==> src/rtl/core/clts_pkg.sv <==
// Shared types and constants of the token search core.
// No dependencies; every other file of the block but the macro header imports it.
package clts_pkg;

  localparam int KEY_W      = 128;
  localparam int KEY_LEN_W  = 5;
  localparam int CFG_ADDR_W = 3;
  localparam int CFG_DATA_W = 64;
  localparam int ANSWER_W   = 17;

  localparam logic [7:0] COMMA_BYTE = 8'd44;

  localparam logic [CFG_ADDR_W-1:0] REG_KEY_BYTES_LOW       = 3'd0;
  localparam logic [CFG_ADDR_W-1:0] REG_KEY_BYTES_HIGH      = 3'd1;
  localparam logic [CFG_ADDR_W-1:0] REG_KEY_LENGTH          = 3'd2;
  localparam logic [CFG_ADDR_W-1:0] REG_REPORT_TOKEN_NUMBER = 3'd3;

  typedef struct packed {
    logic [KEY_W-1:0]     key;
    logic [KEY_LEN_W-1:0] key_length;
    logic                 report_token_number;
  } cfg_t;

  typedef struct packed {
    logic                found;
    logic [ANSWER_W-1:0] answer;
  } result_t;

endpackage

==> src/rtl/core/clts_ifs.sv <==
// Valid/ready channel interfaces of the token search core: list bytes in,
// results out, register writes. Depends on clts_pkg.
interface clts_in_if;
  import clts_pkg::*;
  logic       valid;
  logic       ready;
  logic [7:0] list_byte;
  logic       list_end;
  modport source (output valid, list_byte, list_end, input ready);
  modport sink   (input valid, list_byte, list_end, output ready);
endinterface

interface clts_out_if;
  import clts_pkg::*;
  logic                valid;
  logic                ready;
  logic                found;
  logic [ANSWER_W-1:0] answer;
  modport source (output valid, found, answer, input ready);
  modport sink   (input valid, found, answer, output ready);
endinterface

interface clts_cfg_if;
  import clts_pkg::*;
  logic                  valid;
  logic                  ready;
  logic [CFG_ADDR_W-1:0] addr;
  logic [CFG_DATA_W-1:0] data;
  modport source (output valid, addr, data, input ready);
  modport sink   (input valid, addr, data, output ready);
endinterface

==> src/rtl/core/clts_cfg_regs.sv <==
// Configuration registers of the token search core: key bytes, key length
// and report mode. Depends on clts_pkg and clts_ifs.
module clts_cfg_regs (
  input  logic           clk,
  input  logic           rst_n,
  clts_cfg_if.sink       cfg_if,
  output clts_pkg::cfg_t cfg
);
  import clts_pkg::*;

  cfg_t cfg_r;

  assign cfg_if.ready = 1'b1;
  assign cfg         = cfg_r;

  always_ff @(posedge clk) begin
    if (!rst_n) begin
      cfg_r <= '0;
    end else if (cfg_if.valid) begin
      case (cfg_if.addr)
        REG_KEY_BYTES_LOW:       cfg_r.key[63:0]            <= cfg_if.data;
        REG_KEY_BYTES_HIGH:      cfg_r.key[127:64]          <= cfg_if.data;
        REG_KEY_LENGTH:          cfg_r.key_length          <= cfg_if.data[KEY_LEN_W-1:0];
        REG_REPORT_TOKEN_NUMBER: cfg_r.report_token_number <= cfg_if.data[0];
        default: begin
          // drop writes to unused addresses
        end
      endcase
    end
  end

endmodule

==> src/rtl/core/clts_tok_match.sv <==
// Next-state logic of the scanner: key byte compare, token close, counter
// updates and the result of a list's final byte. Depends on clts_pkg.
module clts_tok_match #(
  parameter  int KEY_BYTES      = 16,
  parameter  int MAX_LIST_BYTES = 65536,
  localparam int CW             = $clog2(MAX_LIST_BYTES + 1),
  localparam int OW             = $clog2(KEY_BYTES + 1)
) (
  input  clts_pkg::cfg_t    cfg,
  input  logic [7:0]        list_byte,
  input  logic              list_end,
  input  logic [CW-1:0]     pos,
  input  logic [CW-1:0]     tnum,
  input  logic [CW-1:0]     tstart,
  input  logic [OW-1:0]     off,
  input  logic              still,
  input  logic              seen,
  input  logic [CW-1:0]     ans,
  output logic [CW-1:0]     pos_nxt,
  output logic [CW-1:0]     tnum_nxt,
  output logic [CW-1:0]     tstart_nxt,
  output logic [OW-1:0]     off_nxt,
  output logic              still_nxt,
  output logic              seen_nxt,
  output logic [CW-1:0]     ans_nxt,
  output clts_pkg::result_t res
);
  import clts_pkg::*;

  localparam logic [CW-1:0] MAX_C = CW'(MAX_LIST_BYTES);

  function automatic logic [CW-1:0] sat_inc(input logic [CW-1:0] v);
    return (v == MAX_C) ? MAX_C : v + 1'b1;
  endfunction

  logic [OW-1:0] len;
  logic [7:0]    off8;
  logic [7:0]    kb;
  logic          is_comma;
  logic          byte_ok;
  logic [OW-1:0] off_adv;
  logic [OW-1:0] chk_off;
  logic          chk_still;
  logic          hit;
  logic          seen_new;
  logic [CW-1:0] ans_new;

  always_comb begin
    len  = (32'(cfg.key_length) > KEY_BYTES) ? OW'(KEY_BYTES) : OW'(cfg.key_length);
    off8 = 8'(off);
    // key bytes past the sixteen held in registers read as zero
    kb   = (off8 < 8'd16) ? cfg.key[{off8[3:0], 3'b000} +: 8] : 8'd0;

    is_comma = (list_byte == COMMA_BYTE);
    byte_ok  = still && (off < len) && (list_byte == kb);
    off_adv  = byte_ok ? off + 1'b1 : off;

    // a comma closes the token as it stood; a final data byte closes it after the update
    chk_off   = is_comma ? off : off_adv;
    chk_still = is_comma ? still : byte_ok;
    hit       = (is_comma || list_end) && !seen && (len != '0) && chk_still &&
                (chk_off == len);
    seen_new  = seen || hit;
    ans_new   = hit ? (cfg.report_token_number ? tnum : sat_inc(tstart)) : ans;

    res.found  = seen_new;
    res.answer = seen_new ? ANSWER_W'(ans_new) : '0;

    if (list_end) begin
      pos_nxt    = '0;
      tnum_nxt   = CW'(1);
      tstart_nxt = '0;
      off_nxt    = '0;
      still_nxt  = 1'b1;
      seen_nxt   = 1'b0;
      ans_nxt    = '0;
    end else begin
      pos_nxt  = sat_inc(pos);
      seen_nxt = seen_new;
      ans_nxt  = ans_new;
      if (is_comma) begin
        tnum_nxt   = sat_inc(tnum);
        tstart_nxt = sat_inc(pos);
        off_nxt    = '0;
        still_nxt  = 1'b1;
      end else begin
        tnum_nxt   = tnum;
        tstart_nxt = tstart;
        off_nxt    = off_adv;
        still_nxt  = byte_ok;
      end
    end
  end

endmodule

==> src/rtl/core/comma_list_token_search_core.sv <==
// Top level of the comma-separated list token search core: input register,
// scan state, result register. Depends on clts_pkg, clts_ifs, clts_cfg_regs
// and clts_tok_match.
//
// Usage:
//   in_if  carries one list byte per request with list_end on the final byte.
//   out_if carries one result (found, answer) per list, after its final byte.
//   cfg_if writes the key bytes, key length and report mode; it is always
//   ready, and must be written by the user only while no list is in flight.
//   The block itself does not enforce this.
// Output: the scan stage loads the result register, raising out_if.valid.
// Throughput: one list byte per cycle while no final byte waits for room;
//   the scan stage updates all counters and compares one key byte per step.
// Reset: rst_n is synchronous; it clears the config registers, the scan state
//   and both valid flags, and holds in_if.ready low while asserted.
// Stall: a result waits in the result register until out_if.ready; bytes
//   that are not the final byte keep streaming meanwhile, and the next final
//   byte waits in the input register, which then drops in_if.ready.
module comma_list_token_search_core #(
  parameter int KEY_BYTES      = 16,
  parameter int MAX_LIST_BYTES = 65536
) (
  input  logic       clk,
  input  logic       rst_n,
  clts_in_if.sink    in_if,
  clts_out_if.source out_if,
  clts_cfg_if.sink   cfg_if
);
  import clts_pkg::*;

  localparam int CW = $clog2(MAX_LIST_BYTES + 1);
  localparam int OW = $clog2(KEY_BYTES + 1);

  cfg_t cfg;

  logic          s_valid_r;
  logic [7:0]    s_byte_r;
  logic          s_last_r;
  logic          s_fire;

  logic [CW-1:0] pos_r, tnum_r, tstart_r, ans_r;
  logic [OW-1:0] off_r;
  logic          still_r, seen_r;

  logic [CW-1:0] pos_nxt, tnum_nxt, tstart_nxt, ans_nxt;
  logic [OW-1:0] off_nxt;
  logic          still_nxt, seen_nxt;
  result_t       res;

  logic          out_valid_r;
  result_t       out_res_r;

  clts_cfg_regs u_cfg_regs (
    .clk    (clk),
    .rst_n  (rst_n),
    .cfg_if (cfg_if),
    .cfg    (cfg)
  );

  clts_tok_match #(
    .KEY_BYTES      (KEY_BYTES),
    .MAX_LIST_BYTES (MAX_LIST_BYTES)
  ) u_tok_match (
    .cfg        (cfg),
    .list_byte  (s_byte_r),
    .list_end   (s_last_r),
    .pos        (pos_r),
    .tnum       (tnum_r),
    .tstart     (tstart_r),
    .off        (off_r),
    .still      (still_r),
    .seen       (seen_r),
    .ans        (ans_r),
    .pos_nxt    (pos_nxt),
    .tnum_nxt   (tnum_nxt),
    .tstart_nxt (tstart_nxt),
    .off_nxt    (off_nxt),
    .still_nxt  (still_nxt),
    .seen_nxt   (seen_nxt),
    .ans_nxt    (ans_nxt),
    .res        (res)
  );

  // only a final byte needs room in the result register
  assign s_fire      = s_valid_r && (!s_last_r || !out_valid_r || out_if.ready);
  assign in_if.ready = rst_n && (!s_valid_r || s_fire);

  always_ff @(posedge clk) begin
    if (!rst_n) begin
      s_valid_r <= 1'b0;
    end else if (in_if.ready) begin
      s_valid_r <= in_if.valid;
    end
  end

  always_ff @(posedge clk) begin
    if (in_if.valid && in_if.ready) begin
      s_byte_r <= in_if.list_byte;
      s_last_r <= in_if.list_end;
    end
  end

  always_ff @(posedge clk) begin
    if (!rst_n) begin
      pos_r    <= '0;
      tnum_r   <= CW'(1);
      tstart_r <= '0;
      off_r    <= '0;
      still_r  <= 1'b1;
      seen_r   <= 1'b0;
      ans_r    <= '0;
    end else if (s_fire) begin
      pos_r    <= pos_nxt;
      tnum_r   <= tnum_nxt;
      tstart_r <= tstart_nxt;
      off_r    <= off_nxt;
      still_r  <= still_nxt;
      seen_r   <= seen_nxt;
      ans_r    <= ans_nxt;
    end
  end

  always_ff @(posedge clk) begin
    if (!rst_n) begin
      out_valid_r <= 1'b0;
    end else if (s_fire && s_last_r) begin
      out_valid_r <= 1'b1;
    end else if (out_if.ready) begin
      out_valid_r <= 1'b0;
    end
  end

  always_ff @(posedge clk) begin
    if (s_fire && s_last_r) begin
      out_res_r <= res;
    end
  end

  assign out_if.valid  = out_valid_r;
  assign out_if.found  = out_res_r.found;
  assign out_if.answer = out_res_r.answer;

endmodule

==> src/flat_wrapper.sv <==
// flat-port wrapper written by rule: the top's interface ports become plain ports
module comma_list_token_search_core_flat import clts_pkg::*;
#(
  parameter int KEY_BYTES      = 16,
  parameter int MAX_LIST_BYTES = 65536
)
  (clk, rst_n, in_if_valid, in_if_list_byte, in_if_list_end, in_if_ready, out_if_valid, out_if_found, out_if_answer, out_if_ready, cfg_if_valid, cfg_if_addr, cfg_if_data, cfg_if_ready);
  clts_in_if in_if_i ();
  clts_out_if out_if_i ();
  clts_cfg_if cfg_if_i ();
  input  logic clk;
  input  logic rst_n;
  input wire logic [$bits(in_if_i.valid)-1:0] in_if_valid;
  input wire logic [$bits(in_if_i.list_byte)-1:0] in_if_list_byte;
  input wire logic [$bits(in_if_i.list_end)-1:0] in_if_list_end;
  output wire logic [$bits(in_if_i.ready)-1:0] in_if_ready;
  output wire logic [$bits(out_if_i.valid)-1:0] out_if_valid;
  output wire logic [$bits(out_if_i.found)-1:0] out_if_found;
  output wire logic [$bits(out_if_i.answer)-1:0] out_if_answer;
  input wire logic [$bits(out_if_i.ready)-1:0] out_if_ready;
  input wire logic [$bits(cfg_if_i.valid)-1:0] cfg_if_valid;
  input wire logic [$bits(cfg_if_i.addr)-1:0] cfg_if_addr;
  input wire logic [$bits(cfg_if_i.data)-1:0] cfg_if_data;
  output wire logic [$bits(cfg_if_i.ready)-1:0] cfg_if_ready;
  assign in_if_i.valid = in_if_valid;
  assign in_if_i.list_byte = in_if_list_byte;
  assign in_if_i.list_end = in_if_list_end;
  assign in_if_ready = in_if_i.ready;
  assign out_if_valid = out_if_i.valid;
  assign out_if_found = out_if_i.found;
  assign out_if_answer = out_if_i.answer;
  assign out_if_i.ready = out_if_ready;
  assign cfg_if_i.valid = cfg_if_valid;
  assign cfg_if_i.addr = cfg_if_addr;
  assign cfg_if_i.data = cfg_if_data;
  assign cfg_if_ready = cfg_if_i.ready;
  comma_list_token_search_core #(.KEY_BYTES(KEY_BYTES), .MAX_LIST_BYTES(MAX_LIST_BYTES)) u_core (.clk(clk), .rst_n(rst_n), .in_if(in_if_i), .out_if(out_if_i), .cfg_if(cfg_if_i));
endmodule
==> config.mk <==
export PLATFORM = sky130hd
export DESIGN_NAME = comma_list_token_search_core_flat
export DESIGN_NICKNAME = d
export VERILOG_FILES = /design/src/rtl/core/clts_pkg.sv /design/src/rtl/core/clts_ifs.sv /design/src/rtl/core/clts_cfg_regs.sv /design/src/rtl/core/clts_tok_match.sv /design/src/rtl/core/comma_list_token_search_core.sv /design/src/flat_wrapper.sv
export SDC_FILE = /design/constraint.sdc
export NUM_CORES = 1
export LEC_CHECK = 0
export ABC_AREA = 0
export BUFFER_PORTS_ARGS = -buffer_cell sky130_fd_sc_hd__buf_2
export CAP_MARGIN = 20
export CORE_UTILIZATION = 34
export CTS_CLUSTER_DIAMETER = 60
export DETAILED_ROUTE_END_ITERATION = 6
export PLACE_DENSITY = 0.64
export REMOVE_ABC_BUFFERS = 1
export SYNTH_ARGS = -nofsm -noshare
export SYNTH_HDL_FRONTEND = slang
export SYNTH_HIERARCHICAL = 1
export SYNTH_SLANG_ARGS = --single-unit
==> constraint.sdc <==
create_clock -name clk -period 3.4 [get_ports clk]
set_clock_uncertainty 0.05 [all_clocks]
set_input_delay 0.68 -clock clk [delete_from_list [all_inputs] [get_ports clk]]
set_output_delay 0.68 -clock clk [all_outputs]
set_load 0.005 [all_outputs]
==> impl_metrics.toml <==
[yosys]
synth_edf_count = 27
syn_area_mm2 = 0.0128
synth.most_common_cell = "nand2_1"
yosysTopAreaCellShare_pct = 33.0
syn_area_per_cell_um2 = 8.89
ys_async_sr_fraction_pct = 0
synthCells = 1439
synth-seq-cells = 238
yosys.cell_types.count = 62
yosys-top-cells-count = "nand2_1 (417), mux2i_1 (267), dfxtp_1 (211)"
yosysTopAreaCell = "dfxtp_1"
yosysSeqAreaShare_pct = 39.4
synthTopCellsByArea = "dfxtp_1 (33%), mux2i_1 (21%), nand2_1 (12%), edfxtp_1 (6.3%), a22oi_1 (2.3%)"
synthFlopType = "dfxtp_1"
yosysWarnings = 6

[clock_tree]
clockBufferDepth = 3
h-tree-depth = 1
clkTransAtPathRegs_ns = 0.06
cts-root-buf = "clkbuf_16"
cts_tree = "yes"
cts_made_buffers = 27
ctsHoldBuffers = 0
cts.sinks = 238
clock_latency_ns = 0.55

[power_and_ir_drop]
p_sw_share_pct = 23.6
share_comb_of_total_power_pct = 6.0
p_leak_nw = 5.69
internal-power_mw = 4.73
p_sw_mw = 1.46
seqPwrFrac_pct = 47.1
ir_worst_vdd_v = 0.000377
pwr-share-clk_pct = 46.9
power_density_mw_per_mm2 = 421

[sta]
finalWorstSetupSlack_ns = 0.180
fin_crit_sh_pct = 94.7
tightest_slew_ns = 0.889
rsz0062_at_grt = "false"
fin_crit_ns = 3.22
maxSlewHeadroom_pct = 39.9
setup_viol = 0
fmax_mhz = 311
hold_viol = 0
drv_slew = 0

[setup_path]
critPathRequiredTime_ns = 3.81
crit_path_end_kind = "flip-flop"
max_stage_delay_ns = 0.43
worstSetupStartpointType = "flip-flop"
critPathMostFrequentCell = "buf_12"
cp_max_fo = 17
cp.arrival_ns = 3.63
cpMaxStageDelayCell = "dfxtp_4"
worstSetupPathType = "reg -> reg"
path_cells = "buf_12, buf_12, mux2i_1, a22oi_1, nand2_1, o22ai_2, xnor2_1, nand3_2, buf_4, nor4_4, o21ai_4, buf_12, buf_4, a21oi_1, nand2_1, mux2i_1"

[layout]
fillerInstances = 3676
num-nets-final = 1599
n_antenna_cell = 0
area_growth_pct = 15.0
seqCellArea_mm2 = 0.00504
drive_gt1_share_pct = 14.5
fin_cells = 1996
multi_input_area_mm2 = 0.00719
final_area_mm2 = 0.0147

[placement]
pre_cts_ws_ns = 0.0286
dpl_cell_area_mm2 = 0.0137
routabilityCongestion = 0.836
place.port_buffers = 100
place_hpwl_um = 21700
placedCellCount = 1941

[die]
fp.dieH_um = 196
start_util_pct = 34.8
rows = 70
core_mm2 = 0.0368
die_w_um = 196
pin_count = 102
dieArea_mm2 = 0.0384

[route]
drt-initial-drc-count = 597
routed_via_density = 5.08
first_pass_iters = 4
wl_per_cell_um = 15.6
route.detailed.drc = 0
totalWireLength_um = 31200
vias = 10100
antenna_left = 0

[worst_hold_path]
hold_class = "in -> reg"

[grt]
grt_pass1_wl_um = 50200
overflow = 0
grt_max_degree = 119
grt_pass1_vias = 9731
antenna_found_initial = 0
grt_use_total_pct = 15.8

[status]
status = "complete, no violations"

[job]
max_cap_violations = 0
## power groups by stage
stage	registers, mW	logic [mW]	clock network, mW
6_report	2.91	0.370	2.91
4_1_cts	2.92	0.370	2.97
5_1_grt	2.92	0.404	3.09
3_5_place_dp	2.98	0.369	0
2_1_floorplan	2.97	0.197	0
3_3_place_gp	2.98	0.364	0
## worst max-delay path: cells and delay by family (launching register included)
family	cells	cell delay, ns
xor+xnor	1	0.21
simple gates	4	0.68
flops	1	0.43
mux	2	0.44
compound gates	4	0.46
buf+inv	5	0.84
## layout by cell type (no fill, tap or decap), types with 7 or more instances in the layout
cell type / n
nor2_1: 63
nor4b_1: 7
inv_1: 18
xor2_1: 30
a22oi_1: 39
and3_1: 13
a21oi_1: 16
o22a_1: 15
o22ai_1: 7
clkinv_1: 7
buf_4: 32
mux2_4: 10
ha_1: 11
nor2b_1: 23
buf_12: 10
clkbuf_16: 27
mux2i_1: 265
o21ai_0: 19
edfxtp_1: 27
xnor2_1: 28
dfxtp_1: 209
nand3_1: 23
buf_2: 99
nand4_1: 8
o21ai_1: 7
nand2_1: 417
## what timing repair did
| item | CTS | global route |
|---|---|---|
| buffers inserted | 0 | 5 |
| setup endpoints to repair | 0 | 31 |
| resized for setup | 0 | 13 |
## state kept, by name, indices dropped and copies added (netlist names)
register               cells
u_core/ans_r              17
u_core/off_r               5
u_core/out_if.answer      17
u_core/out_if.found        1
u_core/out_if.valid        1
u_core/pos_r              17
u_core/s_byte_r            8
u_core/s_last_r            1
u_core/s_valid_r           1
u_core/seen_r              1
u_core/still_r             1
u_core/tnum_r             17
u_core/tstart_r           17
u_core/u_cfg_regs/cfg    134
## stage by stage
| stage | util [%] | TNS [ns] | hold WS, ns | total power, mW |
|---|---|---|---|---|
| after floorplan | - | -368.10 | 0.382 | 3.17 |
| after global placement | 37.3 | 0 | 0.392 | 3.34 |
| after detailed placement | 37.3 | 0 | 0.396 | 3.35 |
| after CTS | 39.7 | 0 | 0.238 | 6.25 |
| after global routing | 40.0 | 0 | 0.239 | 6.42 |
| final | 40.0 | 0 | 0.258 | 6.19 |
## final cells by class
| type | count | share of cell area, % |
|---|---|---|
| Multi-Input combinational cell | 1079 | 48.8 |
| Sequential cell | 238 | 34.3 |
| Timing Repair Buffer | 142 | 6.46 |
| Clock buffer | 33 | 4.74 |
| Tap cell | 468 | 3.98 |
| Clock inverter | 17 | 1.23 |
| Inverter | 19 | 0.485 |
## logic make-up after synthesis
logic type | share of synthesized area (%)
AO/OA/AOI/OAI | 7.01
XOR/XNOR | 3.97
adder cells (fa/ha/maj) | 1.08
buffers and inverters | 5.22
flip-flops | 39.4
multiplexers | 23.4
other | 0.0293
AND/OR/NAND/NOR | 20.0
## layer usage
metal / global-route usage (%) / vias to the layer above / routed length, µm
met3: 2.22 / 59 / 1260
met4: 4.20 / 0 / 709
met5: 0 / - / 0
met2: 26.1 / 221 / 14300
li1: - / 5065 / -
met1: 21.5 / 4788 / 14900
## final timing paths
check                            start                         to  slack [ns]  cells past startpoint
min                     in_if_list_end            u_core/s_last_r        0.26                      1
max                    u_core/off_r[1]              u_core/seen_r        0.18                     16
min reg2reg  u_core/u_cfg_regs/cfg[14]  u_core/u_cfg_regs/cfg[14]        0.41                      2
max reg2reg            u_core/off_r[1]              u_core/seen_r        0.18                     16
Note: power is estimated with default switching activity, not from simulation.
